$ cat src/hdl/tmw_pkg.sv
// Shared constants and result codes for the timing wheel server dispatcher.
package tmw_pkg;

  // Default sizes of the storage
  localparam int MAX_SLOTS_DEF   = 256;
  localparam int NUM_SERVERS_DEF = 8;
  localparam int REQ_DEPTH_DEF   = 16;

  // Field widths
  localparam int KIND_W   = 3;
  localparam int TAG_W    = 16;
  localparam int DUR_W    = 16;
  localparam int SRVID_W  = 3;
  localparam int SLOT_W   = 8;
  localparam int MD_W     = 9;
  localparam int NS_W     = 4;
  localparam int CFG_IDX_W = 1;
  localparam int CFG_DAT_W = 9;
  localparam int MOD_W    = 17;

  // Register reset values
  localparam logic [MD_W-1:0] MAX_DELAY_RST   = 9'd64;
  localparam logic [NS_W-1:0] NUM_SERVERS_RST = 4'd8;

  // Register indexes
  localparam logic [CFG_IDX_W-1:0] CFG_MAX_DELAY   = 1'b0;
  localparam logic [CFG_IDX_W-1:0] CFG_NUM_SERVERS = 1'b1;

  // Request codes
  localparam logic REQ_SUBMIT = 1'b0;
  localparam logic REQ_TICK   = 1'b1;

  // Result kinds
  typedef enum logic [KIND_W-1:0] {
    KIND_RETIRED    = 3'd0,
    KIND_DISPATCHED = 3'd1,
    KIND_DONE       = 3'd2,
    KIND_ACCEPTED   = 3'd3,
    KIND_REJECTED   = 3'd4
  } kind_e;

endpackage

$ cat src/hdl/timing_wheel_server_dispatcher.sv
// Timing wheel that pairs queued jobs with free servers, with a shared modulo unit.
// Sequence: a submit item is latched, then its accepted or rejected result is registered and
// the block returns to idle. A tick takes NUM_SERVERS retire steps, then per dispatched job a
// FIFO read, a 17-step remainder and placement, then a remainder for the slot advance and the
// done result; a stalled output holds every step that has a result to write.
// The bit-serial remainder unit sets the pace; one item is in work at a time.
// Reset: wheel empty, request FIFO empty, free FIFO holds all configured servers.
module timing_wheel_server_dispatcher import tmw_pkg::*; #(
  parameter int MAX_SLOTS   = MAX_SLOTS_DEF,
  parameter int NUM_SERVERS = NUM_SERVERS_DEF,
  parameter int REQ_DEPTH   = REQ_DEPTH_DEF
) (
  input  logic                 clk_i,
  input  logic                 rst_ni,
  input  logic                 cfg_we_i,
  input  logic [CFG_IDX_W-1:0] cfg_idx_i,
  input  logic [CFG_DAT_W-1:0] cfg_data_i,
  input  logic                 in_valid_i,
  output logic                 in_stall_o,
  input  logic                 req_type_i,
  input  logic [DUR_W-1:0]     duration_i,
  input  logic [TAG_W-1:0]     query_tag_i,
  output logic                 out_valid_o,
  input  logic                 out_stall_i,
  output logic [KIND_W-1:0]    kind_o,
  output logic [TAG_W-1:0]     job_tag_o,
  output logic [SRVID_W-1:0]   server_id_o,
  output logic [SLOT_W-1:0]    slot_o,
  output logic                 wheel_idle_o,
  output logic                 last_o
);

  localparam int SRV_W = (NUM_SERVERS > 1) ? $clog2(NUM_SERVERS) : 1;
  localparam int CNT_W = $clog2(NUM_SERVERS + 1);
  localparam int RQ_W  = (REQ_DEPTH > 1) ? $clog2(REQ_DEPTH) : 1;
  localparam int RQC_W = $clog2(REQ_DEPTH + 1);
  localparam int MODC_W = $clog2(MOD_W + 1);
  localparam int RST_POOL = (NUM_SERVERS < int'(NUM_SERVERS_RST)) ? NUM_SERVERS
                                                                   : int'(NUM_SERVERS_RST);

  typedef enum logic [2:0] {
    S_IDLE, S_SUBMIT, S_RETIRE, S_DISP_CHK, S_DISP_LD, S_MOD, S_DISPATCH, S_DONE
  } state_e;

  state_e state_q, state_d;

  // Configuration
  logic [MD_W-1:0] md_q, md_d;

  // Latched input item
  logic [DUR_W-1:0] dur_q, dur_d;
  logic [TAG_W-1:0] tag_q, tag_d;

  // Wheel state
  logic [SLOT_W-1:0] cur_q, cur_d;
  logic [CNT_W-1:0]  busy_q, busy_d;
  logic              ent_valid_q [NUM_SERVERS];
  logic              ent_valid_d [NUM_SERVERS];
  logic [SLOT_W-1:0] ent_slot_q [NUM_SERVERS];
  logic [SLOT_W-1:0] ent_slot_d [NUM_SERVERS];
  logic [TAG_W-1:0]  ent_tag_q [NUM_SERVERS];
  logic [TAG_W-1:0]  ent_tag_d [NUM_SERVERS];
  logic [SRV_W-1:0]  ent_ord_q [NUM_SERVERS];
  logic [SRV_W-1:0]  ent_ord_d [NUM_SERVERS];
  logic [SRV_W-1:0]  pos_q, pos_d;

  // Free server FIFO
  logic [SRV_W-1:0] free_q [NUM_SERVERS];
  logic [SRV_W-1:0] free_d [NUM_SERVERS];
  logic [SRV_W-1:0] free_head_q, free_head_d;
  logic [CNT_W-1:0] free_cnt_q, free_cnt_d;

  // Request FIFO pointers and memory
  logic [RQ_W-1:0]  req_head_q, req_head_d;
  logic [RQC_W-1:0] req_cnt_q, req_cnt_d;
  logic [DUR_W+TAG_W-1:0] req_mem [REQ_DEPTH];
  logic [DUR_W+TAG_W-1:0] req_rd_q;
  logic                   mem_we;
  logic [RQ_W-1:0]        req_tail;

  // Remainder unit
  logic [MOD_W-1:0]  mod_num_q, mod_num_d;
  logic [MD_W-1:0]   mod_rem_q, mod_rem_d;
  logic [MODC_W-1:0] mod_cnt_q, mod_cnt_d;
  logic              mod_adv_q, mod_adv_d;
  logic [MD_W-1:0]   mod_m;
  logic [MD_W:0]     rem_shift;

  // Output register
  logic               out_valid_q, out_valid_d;
  logic [KIND_W-1:0]  kind_q, kind_d;
  logic [TAG_W-1:0]   otag_q, otag_d;
  logic [SRVID_W-1:0] osrv_q, osrv_d;
  logic [SLOT_W-1:0]  oslot_q, oslot_d;
  logic               oidle_q, oidle_d;
  logic               olast_q, olast_d;
  logic               out_free;

  // Helpers
  logic              ret_hit;
  logic [SRV_W-1:0]  ret_idx;
  logic [SRV_W-1:0]  disp_ord;
  logic [SRV_W-1:0]  free_tail;
  logic [SRV_W-1:0]  disp_srv;
  logic [CNT_W-1:0]  ns_eff_new;
  logic [SRV_W+1:0]  free_sum;
  logic [RQ_W+1:0]   req_sum;

  // Effective modulus
  always_comb begin
    if (md_q == '0) begin
      mod_m = MD_W'(1);
    end else if (32'(md_q) > MAX_SLOTS) begin
      mod_m = MD_W'(MAX_SLOTS);
    end else begin
      mod_m = md_q;
    end
  end

  // Effective pool size of a num_servers write
  always_comb begin
    if (cfg_data_i[NS_W-1:0] == '0) begin
      ns_eff_new = CNT_W'(1);
    end else if (32'(cfg_data_i[NS_W-1:0]) > NUM_SERVERS) begin
      ns_eff_new = CNT_W'(NUM_SERVERS);
    end else begin
      ns_eff_new = CNT_W'(cfg_data_i[NS_W-1:0]);
    end
  end

  // Find the entry of the current slot at the current position
  always_comb begin
    ret_hit = 1'b0;
    ret_idx = '0;
    for (int e = 0; e < NUM_SERVERS; e++) begin
      if (!ret_hit && ent_valid_q[e] && ent_slot_q[e] == cur_q && ent_ord_q[e] == pos_q) begin
        ret_hit = 1'b1;
        ret_idx = SRV_W'(e);
      end
    end
  end

  // Count entries already placed in the target slot
  always_comb begin
    disp_ord = '0;
    for (int e = 0; e < NUM_SERVERS; e++) begin
      if (ent_valid_q[e] && ent_slot_q[e] == mod_rem_q[SLOT_W-1:0]) begin
        disp_ord = disp_ord + SRV_W'(1);
      end
    end
  end

  // FIFO tails
  always_comb begin
    free_sum = (SRV_W+2)'(free_head_q) + (SRV_W+2)'(free_cnt_q);
    if (free_sum >= (SRV_W+2)'(NUM_SERVERS)) begin
      free_tail = SRV_W'(free_sum - (SRV_W+2)'(NUM_SERVERS));
    end else begin
      free_tail = SRV_W'(free_sum);
    end
    req_sum = (RQ_W+2)'(req_head_q) + (RQ_W+2)'(req_cnt_q);
    if (req_sum >= (RQ_W+2)'(REQ_DEPTH)) begin
      req_tail = RQ_W'(req_sum - (RQ_W+2)'(REQ_DEPTH));
    end else begin
      req_tail = RQ_W'(req_sum);
    end
  end

  assign disp_srv  = free_q[free_head_q];
  assign out_free  = !out_valid_q || !out_stall_i;
  assign rem_shift = {mod_rem_q, mod_num_q[MOD_W-1]};
  assign in_stall_o = (state_q != S_IDLE);

  // Sequencer
  always_comb begin
    state_d     = state_q;
    md_d        = md_q;
    dur_d       = dur_q;
    tag_d       = tag_q;
    cur_d       = cur_q;
    busy_d      = busy_q;
    ent_valid_d = ent_valid_q;
    ent_slot_d  = ent_slot_q;
    ent_tag_d   = ent_tag_q;
    ent_ord_d   = ent_ord_q;
    pos_d       = pos_q;
    free_d      = free_q;
    free_head_d = free_head_q;
    free_cnt_d  = free_cnt_q;
    req_head_d  = req_head_q;
    req_cnt_d   = req_cnt_q;
    mem_we      = 1'b0;
    mod_num_d   = mod_num_q;
    mod_rem_d   = mod_rem_q;
    mod_cnt_d   = mod_cnt_q;
    mod_adv_d   = mod_adv_q;
    out_valid_d = out_valid_q && out_stall_i;
    kind_d      = kind_q;
    otag_d      = otag_q;
    osrv_d      = osrv_q;
    oslot_d     = oslot_q;
    oidle_d     = oidle_q;
    olast_d     = olast_q;

    case (state_q)
      S_IDLE: begin
        if (in_valid_i) begin
          dur_d   = duration_i;
          tag_d   = query_tag_i;
          pos_d   = '0;
          state_d = (req_type_i == REQ_TICK) ? S_RETIRE : S_SUBMIT;
        end
      end

      // Queue the job or reject it
      S_SUBMIT: begin
        if (out_free) begin
          out_valid_d = 1'b1;
          otag_d  = tag_q;
          osrv_d  = '0;
          oslot_d = '0;
          oidle_d = (busy_q == '0);
          olast_d = 1'b1;
          if (req_cnt_q >= RQC_W'(REQ_DEPTH)) begin
            kind_d = KIND_REJECTED;
          end else begin
            kind_d    = KIND_ACCEPTED;
            mem_we    = 1'b1;
            req_cnt_d = req_cnt_q + RQC_W'(1);
          end
          state_d = S_IDLE;
        end
      end

      // Retire one insertion position of the current slot per step
      S_RETIRE: begin
        if (!ret_hit || out_free) begin
          if (ret_hit) begin
            ent_valid_d[ret_idx] = 1'b0;
            busy_d = (busy_q != '0) ? busy_q - CNT_W'(1) : busy_q;
            if (free_cnt_q < CNT_W'(NUM_SERVERS)) begin
              free_d[free_tail] = ret_idx;
              free_cnt_d = free_cnt_q + CNT_W'(1);
            end
            out_valid_d = 1'b1;
            kind_d  = KIND_RETIRED;
            otag_d  = ent_tag_q[ret_idx];
            osrv_d  = SRVID_W'(ret_idx);
            oslot_d = cur_q;
            oidle_d = (busy_d == '0);
            olast_d = 1'b0;
          end
          pos_d = pos_q + SRV_W'(1);
          if (pos_q == SRV_W'(NUM_SERVERS - 1)) begin
            state_d = S_DISP_CHK;
          end
        end
      end

      // Pair a queued job with a free server, or go advance the slot
      S_DISP_CHK: begin
        if (free_cnt_q != '0 && req_cnt_q != '0) begin
          state_d = S_DISP_LD;
        end else begin
          mod_num_d = MOD_W'(cur_q) + MOD_W'(1);
          mod_rem_d = '0;
          mod_cnt_d = MODC_W'(MOD_W);
          mod_adv_d = 1'b1;
          state_d   = S_MOD;
        end
      end

      S_DISP_LD: begin
        mod_num_d = MOD_W'(cur_q) + MOD_W'(req_rd_q[DUR_W-1:0]);
        mod_rem_d = '0;
        mod_cnt_d = MODC_W'(MOD_W);
        mod_adv_d = 1'b0;
        state_d   = S_MOD;
      end

      // One remainder bit per cycle
      S_MOD: begin
        if (rem_shift >= {1'b0, mod_m}) begin
          mod_rem_d = MD_W'(rem_shift - {1'b0, mod_m});
        end else begin
          mod_rem_d = MD_W'(rem_shift);
        end
        mod_num_d = {mod_num_q[MOD_W-2:0], 1'b0};
        mod_cnt_d = mod_cnt_q - MODC_W'(1);
        if (mod_cnt_q == MODC_W'(1)) begin
          state_d = mod_adv_q ? S_DONE : S_DISPATCH;
        end
      end

      // Place the job on the wheel
      S_DISPATCH: begin
        if (out_free) begin
          ent_valid_d[disp_srv] = 1'b1;
          ent_slot_d[disp_srv]  = mod_rem_q[SLOT_W-1:0];
          ent_tag_d[disp_srv]   = req_rd_q[DUR_W+TAG_W-1:DUR_W];
          ent_ord_d[disp_srv]   = disp_ord;
          busy_d = busy_q + CNT_W'(1);
          free_head_d = (free_head_q == SRV_W'(NUM_SERVERS - 1)) ? '0
                                                                 : free_head_q + SRV_W'(1);
          free_cnt_d  = free_cnt_q - CNT_W'(1);
          req_head_d  = (req_head_q == RQ_W'(REQ_DEPTH - 1)) ? '0 : req_head_q + RQ_W'(1);
          req_cnt_d   = req_cnt_q - RQC_W'(1);
          out_valid_d = 1'b1;
          kind_d  = KIND_DISPATCHED;
          otag_d  = req_rd_q[DUR_W+TAG_W-1:DUR_W];
          osrv_d  = SRVID_W'(disp_srv);
          oslot_d = mod_rem_q[SLOT_W-1:0];
          oidle_d = 1'b0;
          olast_d = 1'b0;
          state_d = S_DISP_CHK;
        end
      end

      // Close the tick and advance the slot
      S_DONE: begin
        if (out_free) begin
          out_valid_d = 1'b1;
          kind_d  = KIND_DONE;
          otag_d  = '0;
          osrv_d  = '0;
          oslot_d = cur_q;
          oidle_d = (busy_q == '0);
          olast_d = 1'b1;
          cur_d   = mod_rem_q[SLOT_W-1:0];
          state_d = S_IDLE;
        end
      end

      default: state_d = S_IDLE;
    endcase

    // Register writes
    if (cfg_we_i) begin
      case (cfg_idx_i)
        CFG_MAX_DELAY: md_d = cfg_data_i[MD_W-1:0];
        CFG_NUM_SERVERS: begin
          busy_d      = '0;
          free_head_d = '0;
          free_cnt_d  = ns_eff_new;
          for (int i = 0; i < NUM_SERVERS; i++) begin
            ent_valid_d[i] = 1'b0;
            free_d[i]      = SRV_W'(i);
          end
        end
        default: ;
      endcase
    end
  end

  // Hold state and registered outputs
  always_ff @(posedge clk_i or negedge rst_ni) begin
    if (!rst_ni) begin
      state_q     <= S_IDLE;
      md_q        <= MAX_DELAY_RST;
      cur_q       <= '0;
      busy_q      <= '0;
      pos_q       <= '0;
      free_head_q <= '0;
      free_cnt_q  <= CNT_W'(RST_POOL);
      req_head_q  <= '0;
      req_cnt_q   <= '0;
      mod_cnt_q   <= '0;
      mod_adv_q   <= 1'b0;
      out_valid_q <= 1'b0;
      for (int i = 0; i < NUM_SERVERS; i++) begin
        ent_valid_q[i] <= 1'b0;
        free_q[i]      <= SRV_W'(i);
      end
    end else begin
      state_q     <= state_d;
      md_q        <= md_d;
      cur_q       <= cur_d;
      busy_q      <= busy_d;
      pos_q       <= pos_d;
      free_head_q <= free_head_d;
      free_cnt_q  <= free_cnt_d;
      req_head_q  <= req_head_d;
      req_cnt_q   <= req_cnt_d;
      mod_cnt_q   <= mod_cnt_d;
      mod_adv_q   <= mod_adv_d;
      out_valid_q <= out_valid_d;
      ent_valid_q <= ent_valid_d;
      free_q      <= free_d;
    end
  end

  // Payload registers
  always_ff @(posedge clk_i) begin
    dur_q      <= dur_d;
    tag_q      <= tag_d;
    ent_slot_q <= ent_slot_d;
    ent_tag_q  <= ent_tag_d;
    ent_ord_q  <= ent_ord_d;
    mod_num_q  <= mod_num_d;
    mod_rem_q  <= mod_rem_d;
    kind_q     <= kind_d;
    otag_q     <= otag_d;
    osrv_q     <= osrv_d;
    oslot_q    <= oslot_d;
    oidle_q    <= oidle_d;
    olast_q    <= olast_d;
  end

  // Request FIFO memory
  always_ff @(posedge clk_i) begin
    if (mem_we) begin
      req_mem[req_tail] <= {tag_q, dur_q};
    end
    req_rd_q <= req_mem[req_head_q];
  end

  assign out_valid_o  = out_valid_q;
  assign kind_o       = kind_q;
  assign job_tag_o    = otag_q;
  assign server_id_o  = osrv_q;
  assign slot_o       = oslot_q;
  assign wheel_idle_o = oidle_q;
  assign last_o       = olast_q;

endmodule

$ cat config.mk
export PLATFORM = sky130hd
export DESIGN_NAME = timing_wheel_server_dispatcher
export DESIGN_NICKNAME = d
export VERILOG_FILES = /design/src/hdl/tmw_pkg.sv /design/src/hdl/timing_wheel_server_dispatcher.sv
export SDC_FILE = /design/constraint.sdc
export NUM_CORES = 1
export LEC_CHECK = 0
export ABC_AREA = 0
export BUFFER_PORTS_ARGS = -buffer_cell sky130_fd_sc_hd__buf_2
export CAP_MARGIN = 40
export CORE_ASPECT_RATIO = 0.8
export CORE_MARGIN = 3
export CORE_UTILIZATION = 55
export DETAILED_ROUTE_END_ITERATION = 16
export PLACE_DENSITY = 0.76
export SLEW_MARGIN = 25
export SYNTH_ARGS = -nofsm -noshare
export SYNTH_HDL_FRONTEND = slang
export SYNTH_SLANG_ARGS = --single-unit
$ cat constraint.sdc
create_clock -name clk_i -period 7.6 [get_ports clk_i]
set_input_delay 0.38 -clock clk_i [delete_from_list [all_inputs] [get_ports clk_i]]
set_output_delay 0.38 -clock clk_i [all_outputs]
set_load 0.005 [all_outputs]
After elaboration in Yosys (flattened, before gate mapping)

Memories as Yosys holds them, arrays and structs flattened. A register that Yosys moved wholly into a read port is not among the register bits.
Cells that the tools add are included.

Multiplexer cells: 150
$lt $le $gt $ge: 14
$add $sub $neg: 24
Eq/ne operators: 46
Bitwise logic cells: 8
Reductions and logical operators: 76

Operator list:

| kind                  | number |
|---|---|
| $mux W24              | 6 |
| $bwmux W128           | 1 |
| $eq A8 B8 Y1          | 16 |
| $mux W16              | 8 |
| $mux W3               | 40 |
| $mux W8               | 11 |
| $bwmux W64            | 1 |
| $mux W4               | 16 |
| $pmux W16 S4          | 1 |
| $pmux W17 S3          | 1 |
| $bmux W16 S3          | 1 |
| $bwmux W24            | 2 |
| $demux W16 S3         | 1 |
| $logic_and A1 B1 Y1   | 36 |
| $mux W9               | 4 |
| $pmux W8 S4           | 1 |
| $mux W1               | 30 |
| $add A3 B1 Y3 const B | 9 |
| $pmux W9 S3           | 1 |
| $demux W8 S3          | 1 |
| $eq A3 B3 Y1          | 8 |
| $pmux W3 S7           | 1 |
| $mux W5               | 4 |
| $ne A2 B2 Y1 const B  | 10 |
| 60 further kinds      | 108 |

Input bits: 48
Bits in registers: 388
Memories: 1
Logic and storage cells: 381
Memory bits (writable): 512
Output and inout bits: 34

Memories:

| memory  | depth | width | read ports | clocked after Yosys merged registers in | wr ports | RTL line                             | RTL |
|---|---|---|---|---|---|---|---|
| req_mem | 16    | 32    | 1          | 1                                       | 1        | timing_wheel_server_dispatcher.sv:76 | `logic [DUR_W+TAG_W-1:0] req_mem [REQ_DEPTH];` |

Longest topological paths before layout

Depth in word-level cells: 51
Mapped depth: 22
Gate-level depth less buffers: 21

Least setup slack after synthesis

OpenSTA, ideal clock, no wires.

Path kind: register to register
Start point: reg mod_rem_q[0]
End point: reg ent_ord_q[11] (netlist bit), data pin
Cell stages (with the launch flop): 21
Path slack: 2464 ps
Clock period less this slack: 5136 ps
Buffers on the path: 1
Setup time: 231 ps
Data required time: 7369 ps
Arrival time: 4905 ps
Cells stage by stage: edfxtp_1 buf_1 xnor2_1 nand4_1 nor4_1 nand3_1 ha_1 xor2_1 ha_1 mux2_2 ha_1 mux2_2 ha_1 mux2_2 ha_1 mux2_2 ha_1 nand2_1 xor2_1 xor2_1 xnor2_1

Longest elaborated chain between the ends: 18
Elaborated cells on any way between the ends: 32
Classes of those cells: add/sub (7); eq/ne (8); mux (9); reduce/logical (8)

Ends and longest elaborated chain:

| element                | RTL line                              | RTL |
|---|---|---|
| from (decl)            | timing_wheel_server_dispatcher.sv:83  | `logic [MD_W-1:0] mod_rem_q, mod_rem_d;` |
| from (signal assigned) | timing_wheel_server_dispatcher.sv:400 | `mod_rem_q <= mod_rem_d;` |
| $eq A8 B8 Y1           | timing_wheel_server_dispatcher.sv:147 | `if (ent_valid_q[e] && ent_slot_q[e] == mod_rem_q[SLOT_W-1:0]) begin` |
| $logic_and A1 B1 Y1    | timing_wheel_server_dispatcher.sv:147 |  |
| $mux W1                | timing_wheel_server_dispatcher.sv:147 |  |
| $add A3 B1 Y3          | timing_wheel_server_dispatcher.sv:148 | `disp_ord = disp_ord + SRV_W'(1);` |
| $mux W3                | timing_wheel_server_dispatcher.sv:147 |  |
| $add A3 B1 Y3          | timing_wheel_server_dispatcher.sv:148 |  |
| $mux W3                | timing_wheel_server_dispatcher.sv:147 |  |
| $add A3 B1 Y3          | timing_wheel_server_dispatcher.sv:148 |  |
| [... 3 more ...]       | -                                     |  |
| $add A3 B1 Y3          | timing_wheel_server_dispatcher.sv:148 |  |
| $mux W3                | timing_wheel_server_dispatcher.sv:147 |  |
| $add A3 B1 Y3          | timing_wheel_server_dispatcher.sv:148 |  |
| $mux W3                | timing_wheel_server_dispatcher.sv:147 |  |
| $add A3 B1 Y3          | timing_wheel_server_dispatcher.sv:148 |  |
| $mux W3 (*)            | timing_wheel_server_dispatcher.sv:147 |  |
| net disp_ord[2]        | timing_wheel_server_dispatcher.sv:102 | `logic [SRV_W-1:0] disp_ord;` |
| $bwmux W24 (*)         | timing_wheel_server_dispatcher.sv:301 | `ent_ord_d[disp_srv] = disp_ord;` |
| to (signal assigned)   | timing_wheel_server_dispatcher.sv:398 | `ent_ord_q <= ent_ord_d;` |
| to (decl)              | timing_wheel_server_dispatcher.sv:63  | `logic [SRV_W-1:0] ent_ord_q [NUM_SERVERS];` |

The timed path passes the listed nets; every way through them passes the cells marked *.
A chain may end at the register's enable or synchronous reset.

Worst setup path after layout

Start point: reg mod_rem_q[7]
End point: reg ent_ord_q[14] (netlist bit), data pin

Same word-level chain as after synthesis.

==> run_results.csv <==
group,metric,value,unit
synthesis,avgSynthCellArea,15.4,um2
timing,skew,0.0320,ns
cts,cts.sinks,932,
synthesis,yosysSeqAreaShare,69.2,%
detailed_routing,drc,0,
setup_path,cp-end-kind,"register",
synthesis,ys_seq_elements,932,
setup_path,crit_cells,19,
floorplan,ios,82,
place,gp_congestion,0.996,
setup_path,cp-start-kind,"register",
floorplan,die_w,305,um
status,outcome,"complete, no violations",
grt,grt_pass1_vias,23400,
timing,slew_viol_final,0,
final_layout,syn2layout_area_growth,13.4,%
place,dpl.hpwl,59200,um
setup_path,critPathRequiredTime,7.95,ns
grt,grt_max_degree,68,
cts,root_buffer,"clkbuf_16",
cts,cts_tree,"done",
floorplan,core_area,70800,um2
floorplan,fp.dieH,245,um
timing,fin_crit_sh,75.6,%
grt,globalRouteOverflowTotal,0,
power_and_ir_drop,switching_share,32.3,%
synthesis,syn_nets,2651,
power_and_ir_drop,p_clk_share,28.7,%
floorplan,rows,87,
setup_path,worstPathCellList,"buf_4, xor2_1, nor4_1, nand3_1, ha_1, xor2_1, ha_1, mux2_2, ha_1, mux2_2, ha_1, mux2_2, ha_1, mux2_2, ha_1, nand2_1, xor2_1, xor2_1, xnor2_1",
final_layout,seq_area,27300,um2
cts,cts-htree-levels,3,
setup_path,cp_top_family,"adder cells",
setup_path,cp_max_fo,13,
timing,finalHoldViolCount,0,
setup_path,rrSetupSlack,1.86,ns
synthesis,syn-cell-area,39400,um2
timing,setup-tns-final,0,ns
detailed_routing,first_iter_violations,2868,
hold_path,min_path_type,"input port to register",
detailed_routing,wl_met2,44500,um
synthesis,synth_flop_cell,"edfxtp_1",
detailed_routing,drt_wl_total,98100,um
power_and_ir_drop,p_int,10.7,mW
synthesis,yosysWarnings,0,
power_and_ir_drop,p_comb_share,26.2,%
detailed_routing,routed-via-count,23600,
synthesis,synth.distinct_cells,79,
power_and_ir_drop,cellPowerDensity,353,nW/um2
setup_path,cp_data_arrival_time,6.10,ns
setup_path,slowest_delay,0.54,ns
power_and_ir_drop,pwr-share-seq,45.1,%
final_layout,fin_nets,2803,
hold_path,hold_depth,2,
detailed_routing,drtPass1Iterations,6,
grt,grt_pass1_wl,147000,um
timing,hold_slack,0.0788,ns
setup_path,rr_worst_depth,19,
synthesis,async_flop_share,8.80,%
cts,clock_latency,0.66,ns
detailed_routing,met3WireLength,10300,um
detailed_routing,ant_nets,0,
grt,groute.usage.overall,26.2,%
floorplan,initial_core_util,55.7,%
cts,cts_inserted_buffers,88,
place,port_buffers,81,
final_layout,drive_gt1_share,17.6,%
cts,clk_pin_slew_worst_paths,0.07,ns
timing,min_period,5.74,ns
setup_path,crit_top_cell,"ha_1",
power_and_ir_drop,ir_drop,0.225,mV
final_layout,multi_input_area,11500,um2
timing,slew_headroom,39.4,%
cts,clockBufferDepth,3,
power_and_ir_drop,p_total,15.8,mW
synthesis,synth_edf_count,818,
detailed_routing,wl_per_cell,26.4,um
synthesis,netlist_instances,2555,
timing,max_freq,174,MHz
detailed_routing,highest_layer,"met4",
setup_path,slowest_stage,"edfxtp_1",
job,cap_violations,0,
final_layout,n_fill_cell,4925,
power_and_ir_drop,power_switching,5.10,mW
detailed_routing,wl_met1,40700,um
setup_path,crit_buf_inv,1,
setup_path,worstSetupPathType,"register to register",
timing,rsz0062_at_grt,"false",
detailed_routing,viasPerCell,6.34,
timing,finalSetupViolations,0,
power_and_ir_drop,p_leak,15.3,nW
floorplan,die_area,74900,um2
grt,grt_antenna_before_repair,3,
timing,tightestPinTransition,0.903,ns
[routing by layer]
layer | global-route usage [%] | up-vias
li1 | - | 10200
met2 | 39.9 | 1249
met1 | 38.3 | 11900
met4 | 7.44 | 0
met3 | 6.12 | 194
met5 | 0 | -
[stage by stage]
| stage | cells | setup WS, ns | utilization [%] | area (um2) |
|---|---|---|---|---|
| final | 3717 | 1.86 | 63.2 | 44700 |
| after global routing | 3716 | 1.57 | 63.2 | 44700 |
| after floorplan | 2555 | 2.46 | - | 39400 |
| after global placement | 3489 | 2.15 | 57.8 | 40900 |
| after CTS | 3708 | 1.89 | 63.0 | 44600 |
| after detailed placement | 3504 | 1.94 | 58.2 | 41200 |
[state kept, by name, summed over array words and instances, names as in the netlist, 5 cells and up]
register     cells
slot_o           8
req_cnt_q        5
md_q             9
mod_num_q       17
mod_rem_q        9
req_rd_q        32
ent_slot_q      64
req_mem        512
tag_q           16
mod_cnt_q        5
dur_q           16
ent_valid_q      8
ent_tag_q      128
cur_q            8
free_q          24
ent_ord_q       24
job_tag_o       16
[power groups by stage]
stage                     clock [mW]  combinational (mW)  sequential [mW]
after global placement             0                3.68             7.28
after global routing            4.78                4.46             7.19
after CTS                       4.57                4.03             7.15
after detailed placement           0                3.97             7.25
after floorplan                    0                2.93             6.82
final                           4.52                4.13             7.12
[path summary, 6_finish.rpt]
path	endpoint	start
worst max-delay path	ent_ord_q[14]$_DFFE_PP_	mod_rem_q[7]$_SDFFCE_PN0P_
worst min-delay path	md_q[0]$_DFFE_PN0P_	cfg_data_i[0]
worst max register to register	ent_ord_q[14]$_DFFE_PP_	mod_rem_q[7]$_SDFFCE_PN0P_
worst min register to register	free_q[12]$_DFF_PN1_	free_q[12]$_DFF_PN1_
max in group asynchronous	free_q[0]$_DFF_PN1_	rst_ni
min in group asynchronous	cur_q[3]$_DFFE_PN0P_	rst_ni
[cell usage in the layout, fill, tap and decap left out, types with 11 or more instances in the layout]
cell             n
dfrtp_1         65
nand2_1        171
xor2_1          58
nor2_4          17
inv_1           50
edfxtp_1       818
dfxtp_1         32
a221oi_1        40
mux2_2          44
o22ai_1         23
dfstp_2         14
nor4_1          27
clkinv_2        21
nor3_1          31
a21oi_1         81
o211ai_1        20
nand4_1         62
buf_4           51
a21o_1          13
buf_2           83
mux4_2          70
clkbuf_1        15
ha_1            43
nor2b_1         15
nor2_1          89
clkbuf_16       89
o21ai_1         11
or3_1           15
a22oi_1         58
xnor2_1        143
mux2i_1        145
o221a_2         11
a211oi_1        11
dlygate4sd3_1   39
o21ai_0         97
nand3_1         25
[timing repair]
item                                   in CTS  in global routing
hold buffers                               39                  0
endpoints found under the hold margin      67                  0
setup buffers                               0                  0
gates resized for setup                     0                  0
[cells in the mapped netlist, drive strengths merged (43+ instances only)]
cell type	n	share of area, %
edfxtp	818	62
nand2	171	1.6
xnor2	147	3.3
mux2i	145	3.7
o21ai	109	1.4
nor2	106	1.0
a21oi	82	1.1
clkbuf	82	0.78
mux4	70	4.0
dfrtp	68	4.3
nand4	62	0.98
a22oi	58	1.1
xor2	58	1.3
inv	50	0.48
buf	49	0.72
mux2	49	1.4
a221oi	43	1.0
ha	43	1.4
[cell families after synthesis]
kind of cell / after synthesis / synth area share (%)
AND/OR/NAND/NOR: 503 / 6.21
multiplexers: 264 / 9.12
buffers and inverters: 184 / 2.00
flip-flops: 932 / 69.2
XOR/XNOR: 205 / 4.63
adder cells (fa/ha/maj): 48 / 1.62
AO/OA/AOI/OAI: 419 / 7.18
[layout make-up]
| class | instances | area share, % |
|---|---|---|
| flip-flops and latches | 932 | 61.0 |
| clock buffers | 110 | 5.29 |
| clock inverters | 55 | 1.46 |
| multi-input cells | 1439 | 25.7 |
| repair buffers | 193 | 3.43 |
| well taps | 934 | 2.61 |
| inverters | 53 | 0.445 |
| diodes | 1 | 0.00560 |
No activity file was read; power rests on OpenSTA's default activity.
